$ cat config.mk
export PLATFORM = sky130hd
export DESIGN_NAME = itsm_ctrl
export DESIGN_NICKNAME = d
export VERILOG_FILES = /design/src/sv/itsm_pkg.sv /design/src/sv/itsm_ctrl.sv
export SDC_FILE = /design/constraint.sdc
export NUM_CORES = 1
export LEC_CHECK = 0
export BUFFER_PORTS_ARGS = -buffer_cell sky130_fd_sc_hd__buf_2
export CAP_MARGIN = 10
export CORE_AREA = 2 2 39 41
export CTS_CLUSTER_SIZE = 16
export DETAILED_ROUTE_END_ITERATION = 16
export DIE_AREA = 0 0 41 43
export PLACE_DENSITY = 0.65
export SLEW_MARGIN = 10
export SYNTH_ARGS = -nofsm -noshare
export SYNTH_HDL_FRONTEND = slang
export SYNTH_SLANG_ARGS = --single-unit
export TNS_END_PERCENT = 100
$ cat constraint.sdc
create_clock -name clk_i -period 1.6 [get_ports clk_i]
set_input_delay 0.16 -clock clk_i [delete_from_list [all_inputs] [get_ports clk_i]]
set_output_delay 0.16 -clock clk_i [all_outputs]
set_load 0.005 [all_outputs]
$ cat src/sv/itsm_pkg.sv
`timescale 1ns / 1ps
// Package for the tagged integer stack machine: words, tags, status codes,
// controller and arithmetic unit state types, and the control/status structs.
// Depends on nothing.
package itsm_pkg;

  typedef enum logic [3:0] {
    ACT_PUSH  = 4'd0,
    ACT_DEL   = 4'd1,
    ACT_DUP   = 4'd2,
    ACT_UNDER = 4'd3,
    ACT_GET   = 4'd4,
    ACT_SWAP  = 4'd5,
    ACT_ADD   = 4'd6,
    ACT_SUB   = 4'd7,
    ACT_MUL   = 4'd8,
    ACT_DIV   = 4'd9,
    ACT_MOD   = 4'd10,
    ACT_POW   = 4'd11,
    ACT_EQ    = 4'd12
  } action_e;

  localparam logic [1:0] TAG_NONE = 2'd0;
  localparam logic [1:0] TAG_WALL = 2'd1;
  localparam logic [1:0] TAG_INT  = 2'd2;
  localparam logic [1:0] TAG_BOOL = 2'd3;

  localparam logic [2:0] ST_OK    = 3'd0;
  localparam logic [2:0] ST_UNDER = 3'd1;
  localparam logic [2:0] ST_TYPE  = 3'd2;
  localparam logic [2:0] ST_DIVZ  = 3'd3;
  localparam logic [2:0] ST_INDEX = 3'd4;
  localparam logic [2:0] ST_OVER  = 3'd5;

  localparam int EntryW = 66;  // {tag, value}

  typedef enum logic [3:0] {
    S_IDLE, S_RDB, S_RDA, S_CAPA, S_DEC, S_GRD, S_GLD,
    S_ALU, S_WR1, S_WR2, S_TRD, S_TCAP
  } ctrl_state_e;

  typedef enum logic [2:0] {
    AL_IDLE, AL_MUL, AL_DIV, AL_PBIT, AL_PMUL, AL_PSQ, AL_FIN
  } alu_state_e;

  typedef enum logic [1:0] {AO_MUL, AO_DIV, AO_MOD, AO_POW} alu_op_e;

  typedef enum logic [1:0] {RS_TOP, RS_SECOND, RS_POS} rsel_e;

  typedef enum logic [1:0] {K_PLAIN, K_GET, K_ALU} kind_e;

  typedef struct packed {
    logic  latch_in;
    logic  cap_b;
    logic  cap_a;
    logic  decide;
    rsel_e rsel;
    logic  get_load;
    logic  alu_start;
    logic  alu_load;
    logic  wr1;
    logic  wr2;
    logic  commit;
    logic  out_load;
  } cmd_t;

  typedef struct packed {
    kind_e kind;
    logic  alu_done;
    logic  out_busy;
  } sts_t;

  function automatic logic [63:0] mag(input logic [63:0] v);
    return v[63] ? (64'd0 - v) : v;
  endfunction

endpackage

$ cat src/sv/itsm_ctrl.sv
`timescale 1ns / 1ps
// Controller: sequences operand reads, decode, get and arithmetic steps,
// stack writes and the top readback. Depends on itsm_pkg.
module itsm_ctrl
  import itsm_pkg::*;
(
  input  logic clk_i,
  input  logic rst_ni,
  input  logic in_valid_i,
  output logic in_stall_o,
  input  sts_t sts_i,
  output cmd_t cmd_o
);

  ctrl_state_e state_q, state_d;

  always_comb begin
    state_d = state_q;
    case (state_q)
      S_IDLE: if (in_valid_i) state_d = S_RDB;
      S_RDB:  state_d = S_RDA;
      S_RDA:  state_d = S_CAPA;
      S_CAPA: state_d = S_DEC;
      S_DEC: begin
        case (sts_i.kind)
          K_GET:   state_d = S_GRD;
          K_ALU:   state_d = S_ALU;
          default: state_d = S_WR1;
        endcase
      end
      S_GRD:  state_d = S_GLD;
      S_GLD:  state_d = S_WR1;
      S_ALU:  if (sts_i.alu_done) state_d = S_WR1;
      S_WR1:  state_d = S_WR2;
      S_WR2:  state_d = S_TRD;
      S_TRD:  state_d = S_TCAP;
      S_TCAP: if (!sts_i.out_busy) state_d = S_IDLE;
      default: state_d = S_IDLE;
    endcase
  end

  always_comb begin
    cmd_o      = '0;
    cmd_o.rsel = RS_TOP;
    in_stall_o = (state_q != S_IDLE);
    case (state_q)
      S_IDLE: cmd_o.latch_in = in_valid_i;
      S_RDA: begin
        cmd_o.rsel  = RS_SECOND;
        cmd_o.cap_b = 1'b1;
      end
      S_CAPA: cmd_o.cap_a = 1'b1;
      S_DEC: begin
        cmd_o.decide    = 1'b1;
        cmd_o.alu_start = (sts_i.kind == K_ALU);
      end
      S_GRD:  cmd_o.rsel = RS_POS;
      S_GLD:  cmd_o.get_load = 1'b1;
      S_ALU:  cmd_o.alu_load = sts_i.alu_done;
      S_WR1:  cmd_o.wr1 = 1'b1;
      S_WR2: begin
        cmd_o.wr2    = 1'b1;
        cmd_o.commit = 1'b1;
      end
      S_TCAP: cmd_o.out_load = !sts_i.out_busy;
      default: begin
      end
    endcase
  end

  always_ff @(posedge clk_i or negedge rst_ni) begin
    if (!rst_ni) begin
      state_q <= S_IDLE;
    end else begin
      state_q <= state_d;
    end
  end

endmodule

==> impl_metrics.yaml, run 1 <==
outcome:
  status: "finished, final reports clean"
route:
  viasPerCell: 4.89
  wire_per_inst_um: 10.9
  met3_length_um: 46
  drtIter0Drc: 6
  vias: 455
  totalWireLength_mm: 1.01
  detail_route.wirelength.met1_um: 462
  wl_met2_um: 505
  maxUsedRoutingLayer: "met3"
  antenna_left: 0
  drtPass1Iterations: 3
  remaining_drc_errors: 0
worst_setup_path:
  worst-path-max-fanout: 6
  crit_required_ns: 1.44
  critPathCapture: "cmd_o[5]"
  r2r-end: "state_q[3]"
  reg2reg_from: "state_q[3]"
  regToRegSetupSlack_ns: 0.24
  cpMaxStageDelayCell: "dfrtp_1"
  cp-end-kind: "output pin"
  worstSetupStartpointType: "flip-flop"
  rr_worst_depth: 3
  crit_type: "flip-flop to output pin"
  cpPeakStageDelay_ns: 0.44
  cp_cell_sequence: "nand2b_2 > nor3_2 > and2_1 > buf_2"
  arrival_ns: 1.32
  startpoint: "state_q[3]"
worst_hold_path:
  holdCritPathClass: "primary input to flip-flop"
synth:
  synth-seq-area-share: 0.250
  synth_edf_count: 0
  synthDistinctLibCells: 23
  async_reset_ff_frac: 1.00
  synth_top_cells_by_count: "nor2_1, nor3_1, nand2_1"
  synth_area_um2: 400
  ys.flop_type: "dfrtp_1"
  synth_warnings: 0
  netlist_instances: 55
  synth.net_count: 64
  synthTopCellsByArea: "dfrtp_1, nor3_1, nor2_1"
  yosysTopAreaCell: "dfrtp_1"
  yosys.area.top_type_share: 0.250
  synth-seq-cells: 4
  yosysMostFrequentCell: "nor2_1"
  syn_avg_cell_area_um2: 7.28
timing:
  finalClockSkew_ns: 0.00177
  hold_violations: 0
  setup_ws_ns: 0.121
  worstMarginPinSlew_ns: 0.320
  fin_crit_ns: 1.48
  fmax_mhz: 676
  post-route-period-util: 0.925
  slew_violations: 0
  setup_viol: 0
  slew_headroom: 0.781
cells_and_area:
  largest_register_ffs: 4
  syn_to_final_growth_pct: 37.5
  drive_above_1_share: 0.403
  top_register: "state_q"
  top_regs: "state_q: 4 flops"
  diodes: 0
  design_area_um2: 551
  fin_nets: 88
place:
  place_area_um2: 509
  detailed_place_hpwl_um: 772
  io_buffers: 20
  gp_congestion: 0.781
  preCtsSetupSlack_ns: 0.233
run:
  drv_cap: 0
power_and_ir_drop:
  total_power_uw: 943
  vdd_drop_max_mv: 0.711
  power.leakage_uw: 0.000295
  powerDensity_nw_per_um2: 1710
global_routing:
  grt_max_degree: 13
  grt-ovfl-total: 0
  grt_pass1_vias: 378
  antenna_found_initial: 0
  grt.total_usage: 0.130
  grt_pass1_wl_mm: 1.52
clock_network:
  ctsLongestPathBuffers: 2
  cts_setup_buffers: 0
  clk_pin_slew_ns: 0.04
  clk_latency_ns: 0.24
  cts_buffers: 3
  cts_sinks: 4
  cts_tree: "done"
  ctsRootBufferMaster: "clkbuf_4"
  h-tree-depth: 1
floorplanning:
  num_rows: 14
  dieArea_um2: 1760
  start_util: 0.289
  io-pin-count: 21
  die_y_um: 43
  die_w_um: 41
  coreArea_um2: 1380
-- cells in the final DEF (no fill, tap or decap), drive strengths merged --
master	n
nand2	6
a41oi	1
nor4	1
ha	2
a21oi	2
nor2b	1
a22o	1
and3	1
clkbuf	3
mux2i	1
buf	24
dlygate4sd3	1
and2	1
nand2b	4
inv	3
nor2	9
dfrtp	4
nor3	7
o22ai	1
o32a	1
a2111oi	1
o21ai	1
o31ai	1
-- report_power, final --
group / internal, µW / switching (µW) / total, µW
Sequential: 153 / 87.6 / 240
Clock: 84.2 / 44.8 / 129
Combinational: 270 / 304 / 574
-- through the flow --
stage	hold slack (ns)	cells	setup TNS (ns)	util
detailed placement	-0.0288	89	0	0.368
floorplan	-0.136	55	0	-
global route	0.192	93	-0.00958	0.398
finish	0.195	93	0	0.398
CTS	0.187	93	0	0.392
global placement	-0.0296	89	0	0.368
-- layer usage --
layer | vias to the layer above | global-route usage
li1 | 233 | -
met1 | 214 | 0.152
met2 | 8 | 0.191
met3 | 0 | 0.0785
met4 | 0 | 0.0400
met5 | - | 0
-- layout make-up --
type | instances | area (µm²)
clock buffers | 3 | 22.5
well taps | 16 | 20.0
flip-flops and latches | 4 | 101
inverters | 3 | 11.3
fillers | 151 | 833
repair buffers | 25 | 140
multi-input cells | 42 | 255
-- logic make-up after synthesis --
family / count (synthesis) / share of synthesized area
and+or+nand+nor: 30 / 0.369
AOI/OAI and AO/OA: 9 / 0.163
buffers and inverters: 9 / 0.131
DFF: 4 / 0.250
adders and majority gates: 2 / 0.0625
muxes: 1 / 0.0250
-- worst min-delay path by stage --
stage                         from         end  slack [ns]  depth (start not counted)
after floorplan             rst_ni  state_q[0]       -0.14                          0
after global placement      rst_ni  state_q[0]       -0.03                          1
after detailed placement    rst_ni  state_q[0]       -0.03                          1
after CTS                 sts_i[0]  state_q[3]        0.19                          2
after global routing      sts_i[0]  state_q[3]        0.19                          2
final                     sts_i[0]  state_q[3]        0.20                          2
-- critical path, delay by kind of cell, from the launching register on --
family                 cells  cell delay, ns
buffers and inverters      1            0.10
and+or+nand+nor            3            0.54
DFF                        1            0.44
-- timing repair --
action                                 in CTS  in global routing
hold buffers                                1                  0
endpoints found under the hold margin       4                  0
resized for setup                           0                  3
setup endpoints to repair                   0                  2
No activity file was read; power rests on OpenSTA's default activity.
==> run 2: changes to the inputs <==
--- a/config.mk
+++ b/config.mk
@@ -7,10 +7,9 @@
 export LEC_CHECK = 0
 export BUFFER_PORTS_ARGS = -buffer_cell sky130_fd_sc_hd__buf_2
 export CAP_MARGIN = 10
-export CORE_AREA = 2 2 39 41
+export CORE_UTILIZATION = 30
 export CTS_CLUSTER_SIZE = 16
 export DETAILED_ROUTE_END_ITERATION = 16
-export DIE_AREA = 0 0 41 43
 export PLACE_DENSITY = 0.65
 export SLEW_MARGIN = 10
 export SYNTH_ARGS = -nofsm -noshare
==> run 2 against run 1 <==
Clock skew grew 0.0013 ns. Setup slack gained 0.018 ns. Combinational power fell by 8.0%. Via count decreased by 4.8%. Sequential power up 10%. Sequential share of layout area is 0.53 points higher. Utilization is 6.5 points higher. Total power shrank 2.9%. Critical path type unchanged. Critical endpoint unchanged.
==> impl_metrics.yaml, run 2 (synthesis results as in run 1) <==
floorplanning:
  coreArea_um2: 1170
  io-pin-count: 21
  die_y_um: 38.5
  die_w_um: 38.5
  dieArea_um2: 1480
  num_rows: 12
  start_util: 0.342
timing:
  post-route-period-util: 0.914
  fin_crit_ns: 1.46
  hold_violations: 0
  setup_viol: 0
  slew_headroom: 0.770
  finalClockSkew_ns: 0.00303
  setup_ws_ns: 0.138
  fmax_mhz: 684
  slew_violations: 0
  rsz0062_at_grt: "no"
  tns_ns: 0
  worstMarginPinSlew_ns: 0.337
clock_network:
  clk_latency_ns: 0.23
  clk_pin_slew_ns: 0.04
  ctsLongestPathBuffers: 2
  cts_sinks: 4
  h-tree-depth: 1
  cts_tree: "done"
  cts_buffers: 3
  ctsRootBufferMaster: "clkbuf_4"
global_routing:
  grt.total_usage: 0.150
  grt_max_degree: 13
  antenna_found_initial: 0
  grt_pass1_vias: 354
  grt-ovfl-total: 0
  grt_pass1_wl_mm: 1.50
route:
  antenna_left: 0
  wire_per_inst_um: 10.1
  drtIter0Drc: 6
  vias: 433
  totalWireLength_um: 906
  viasPerCell: 4.81
  drtPass1Iterations: 2
  remaining_drc_errors: 0
place:
  gp_congestion: 0.810
  io_buffers: 20
  preCtsSetupSlack_ns: 0.183
  detailed_place_hpwl_um: 718
power_and_ir_drop:
  vdd_drop_max_mv: 0.875
  seq_power_share: 0.289
  power.leakage_uw: 0.000288
  swShare: 0.458
  intPower_uw: 496
  clockPowerShare: 0.135
  pwr-share-comb: 0.576
  powerDensity_nw_per_um2: 1690
  switchingPower_uw: 420
cells_and_area:
  fill_cells: 129
  largest_register_ffs: 4
  final_cell_mix: "buf_2, nor2_1, nand2_1, nor3_1"
  top_register: "state_q"
  fin_nets: 87
  multiInputGateArea_um2: 255
  ff_latch_area_um2: 103
  layout_commonest_cell: "buf_2"
  syn_to_final_growth_pct: 35.3
  drive_above_1_share: 0.408
  diodes: 0
  top_regs: "state_q: 4 flops"
worst_setup_path:
  worstSetupStartpointType: "flip-flop"
  crit_type: "flip-flop to output pin"
  startpoint: "state_q[3]"
  reg2reg_from: "state_q[3]"
  arrival_ns: 1.30
  cp-end-kind: "output pin"
  worst-path-max-fanout: 7
  crit_required_ns: 1.44
outcome:
  status: "finished, final reports clean"
run:
  drv_cap: 0
worst_hold_path:
  holdCritPathClass: "primary input to flip-flop"
  min-delay-start: "sts_i[0]"
## run 2: final timing paths
check / endpoint / slack, ns / depth (start not counted)
max in group asynchronous: state_q[2] / 1.21 / 2
min in group asynchronous: state_q[1] / 0.26 / 2
worst max register to register: state_q[3] / 0.25 / 3
worst max-delay path: cmd_o[5] / 0.14 / 4
worst min register to register: state_q[2] / 0.69 / 2
worst min-delay path: state_q[3] / 0.19 / 2
## run 2: power groups by stage
stage | registers (µW) | logic [µW] | clock network, µW
floorplan | 181 | 450 | 0
global placement | 249 | 520 | 0
detailed placement | 256 | 521 | 0
CTS | 254 | 526 | 130
global route | 274 | 605 | 141
finish | 265 | 528 | 123
## run 2: metrics by stage
stage | hold WS [ns] | cells | util | instance area [µm²] | power [µW]
after floorplan | -0.136 | 55 | - | 400 | 630
after global placement | -0.0292 | 86 | 0.426 | 499 | 769
after detailed placement | -0.0290 | 86 | 0.426 | 499 | 778
after CTS | 0.191 | 90 | 0.454 | 532 | 909
after global routing | 0.186 | 90 | 0.463 | 542 | 1020
final | 0.194 | 90 | 0.463 | 542 | 916
## run 2: worst max-delay path, stage by stage (launching register included)
cell and delay [ns]:
dfrtp_1 0.44, nand2b_2 0.26, nor3_2 0.13, and2_1 0.13
buf_2 0.10
## run 2: what timing repair did
action	in CTS	in global routing
endpoints found under the hold margin	4	0
hold buffers	1	0
gates resized for setup	0	4
buffers inserted	0	0
setup endpoints to repair	0	4
## run 2: layer usage
layer	GRT usage	part of all wire	vias up
met5	0	0	-
met4	0.0517	0	0
met3	0.0698	0.038	0
met2	0.208	0.47	9
met1	0.200	0.50	191
li1	-	-	233
## run 2: layout make-up
cell class                      count  share of cell area
Multi-Input combinational cell     42               0.471
Timing Repair Buffer               24               0.245
Sequential cell                     4               0.189
Clock buffer                        3              0.0416
Tap cell                           14              0.0323
Inverter                            3              0.0208
==> run 3: changes to the inputs <==
--- a/config.mk
+++ b/config.mk
@@ -5,12 +5,13 @@
 export SDC_FILE = /design/constraint.sdc
 export NUM_CORES = 1
 export LEC_CHECK = 0
+export ABC_AREA = 1
 export BUFFER_PORTS_ARGS = -buffer_cell sky130_fd_sc_hd__buf_2
 export CAP_MARGIN = 10
 export CORE_UTILIZATION = 30
 export CTS_CLUSTER_SIZE = 16
 export DETAILED_ROUTE_END_ITERATION = 16
-export PLACE_DENSITY = 0.65
+export PLACE_DENSITY = 0.64
 export SLEW_MARGIN = 10
 export SYNTH_ARGS = -nofsm -noshare
 export SYNTH_HDL_FRONTEND = slang
==> run 3 against run 2 <==
Clock skew hardly changed. Final area is 3.2% higher. Critical path depth rose by 1. Global-route usage shrank 1.8 points.
==> impl_metrics.yaml, run 3 <==
cells_and_area:
  diodes: 0
  top_regs: "state_q: 4 flops"
  syn_to_final_growth_pct: 32.2
  final_cell_mix: "buf_2, nand2_1, inv_1"
  top_register: "state_q"
  largest_register_ffs: 4
  drive_above_1_share: 0.351
  layout_commonest_cell: "buf_2"
  fin_nets: 105
synth:
  synth_warnings: 0
  synth_area_um2: 423
  synthTopCellsByArea: "dfrtp_1, nand2_1, inv_1"
  netlist_instances: 72
  yosysMostFrequentCell: "nand2_1"
  syn_avg_cell_area_um2: 5.87
  synth.net_count: 81
  synth-seq-area-share: 0.237
  async_reset_ff_frac: 1.00
  synth-seq-cells: 4
  synthDistinctLibCells: 17
  synth_top_cells_by_count: "nand2_1, inv_1, nor2_1"
  yosys.area.top_type_share: 0.237
  ys.flop_type: "dfrtp_1"
  yosysTopAreaCell: "dfrtp_1"
  synth_edf_count: 0
power_and_ir_drop:
  power.leakage_uw: 0.000364
  swShare: 0.495
  pwr-share-comb: 0.590
  powerDensity_nw_per_um2: 1440
  intPower_uw: 405
  switchingPower_uw: 397
  clockPowerShare: 0.151
  seq_power_share: 0.259
  vdd_drop_max_mv: 0.495
timing:
  worstMarginPinSlew_ns: 0.256
  fin_crit_ns: 1.44
  fmax_mhz: 696
  slew_violations: 0
  rsz0062_at_grt: "no"
  post-route-period-util: 0.899
  setup_viol: 0
  hold_violations: 0
  finalClockSkew_ns: 0.00316
  tns_ns: 0
  setup_ws_ns: 0.162
  slew_headroom: 0.829
global_routing:
  grt_max_degree: 7
  grt-ovfl-total: 0
  grt_pass1_vias: 371
  grt_pass1_wl_mm: 1.43
  grt.total_usage: 0.132
  antenna_found_initial: 0
floorplanning:
  num_rows: 13
  die_w_um: 39.5
  io-pin-count: 21
  start_util: 0.325
  coreArea_um2: 1300
  die_y_um: 39.5
  dieArea_um2: 1560
route:
  totalWireLength_um: 952
  remaining_drc_errors: 0
  vias: 486
  viasPerCell: 4.46
  drtPass1Iterations: 4
  drtIter0Drc: 10
  wire_per_inst_um: 8.73
  antenna_left: 0
worst_setup_path:
  worst-path-max-fanout: 4
  cp_cell_sequence: "inv_2 > nor2_2 > inv_1 > nor3_1 > buf_2"
  cp-end-kind: "output pin"
  crit_buf_inv: 3
  cpPeakStageDelay_ns: 0.44
  crit_required_ns: 1.44
  arrival_ns: 1.28
  worstSetupStartpointType: "flip-flop"
  cpMaxStageDelayCell: "dfrtp_1"
  crit_family: "flip-flops"
  crit_type: "flip-flop to output pin"
clock_network:
  cts_buffers: 3
  ctsRootBufferMaster: "clkbuf_4"
  clk_latency_ns: 0.23
  cts_sinks: 4
  cts_resized: 0
  clk_pin_slew_ns: 0.04
  ctsLongestPathBuffers: 2
  cts_tree: "done"
  h-tree-depth: 1
place:
  gp_congestion: 0.803
  detailed_place_hpwl_um: 787
  io_buffers: 20
  preCtsSetupSlack_ns: 0.417
outcome:
  status: "finished, final reports clean"
worst_hold_path:
  holdCritPathClass: "primary input to flip-flop"
run:
  drv_cap: 0
## run 3: cell types whose count changed in the layout (fill, tap and decap cells not counted), sizes merged, moves of 3 or more
cell,change
buf,-3
nand2b,-4
nor2,+8
o21ai,+3
nand2,+12
inv,+14
nor3,-5
nand3,+4
## run 3: what timing repair did
action / CTS / global route
buffers inserted: 0 / 0
hold buffers: 1 / 0
endpoints found under the hold margin: 4 / 0
## run 3: through the flow
stage	cell area, µm²	hold WS [ns]	total power (µW)	instances	utilization
6_report	559	0.242	803	109	0.430
5_1_grt	559	0.247	886	109	0.430
4_1_cts	559	0.242	805	109	0.430
3_5_place_dp	527	-0.0359	677	105	0.405
3_3_place_gp	527	-0.0363	680	105	0.405
2_1_floorplan	423	-0.136	542	72	-
## run 3: power groups by stage
stage | clock, µW | sequential (µW) | combinational (µW)
after global routing | 134 | 217 | 535
after global placement | 0 | 207 | 473
after CTS | 121 | 207 | 476
after floorplan | 0 | 194 | 348
after detailed placement | 0 | 207 | 470
final | 121 | 208 | 473
## run 3: tightest hold or removal path, stage by stage
cell     delay (ns)
buf_2          0.11
nand3_2        0.08
o21ai_1        0.07
## run 3: kinds of logic (layout without fill, tap and decap cells)
kind of cell | count (synthesis) | after routing | synth area share
flip-flops | 4 | 4 | 0.237
adder cells (fa/ha/maj) | 2 | 2 | 0.0592
AO/OA/AOI/OAI | 4 | 4 | 0.0473
AND/OR/NAND/NOR | 42 | 42 | 0.462
buffers and inverters | 20 | 42 | 0.195
## run 3: layout make-up
| class | instances | area (µm²) |
|---|---|---|
| clock buffer | 3 | 22.5 |
| tap | 15 | 18.8 |
| inverter | 18 | 67.6 |
| fill | 150 | 742 |
| sequential | 4 | 100 |
| multi-input combinational | 48 | 240 |
| timing repair buffer | 21 | 110 |
## run 3: path summary, 6_finish.rpt
| path | start | endpoint | slack [ns] | cells past startpoint |
|---|---|---|---|---|
| min in group asynchronous | rst_ni | state_q[3] | 0.26 | 2 |
| setup reg to reg | state_q[2] | state_q[0] | 0.45 | 6 |
| setup / recovery | state_q[3] | cmd_o[0] | 0.16 | 5 |
| max in group asynchronous | rst_ni | state_q[1] | 1.22 | 2 |
| hold reg to reg | state_q[0] | state_q[0] | 0.69 | 3 |
| hold / removal | sts_i[0] | state_q[3] | 0.24 | 3 |
## run 3: routing by layer
metal	wire length, µm	up-vias	track usage	part of all wire
met5	0	-	0	0
met4	0	0	0.0259	0
met3	60	0	0.0341	0.063
met2	438	21	0.217	0.46
met1	452	209	0.171	0.47
li1	-	256	-	-
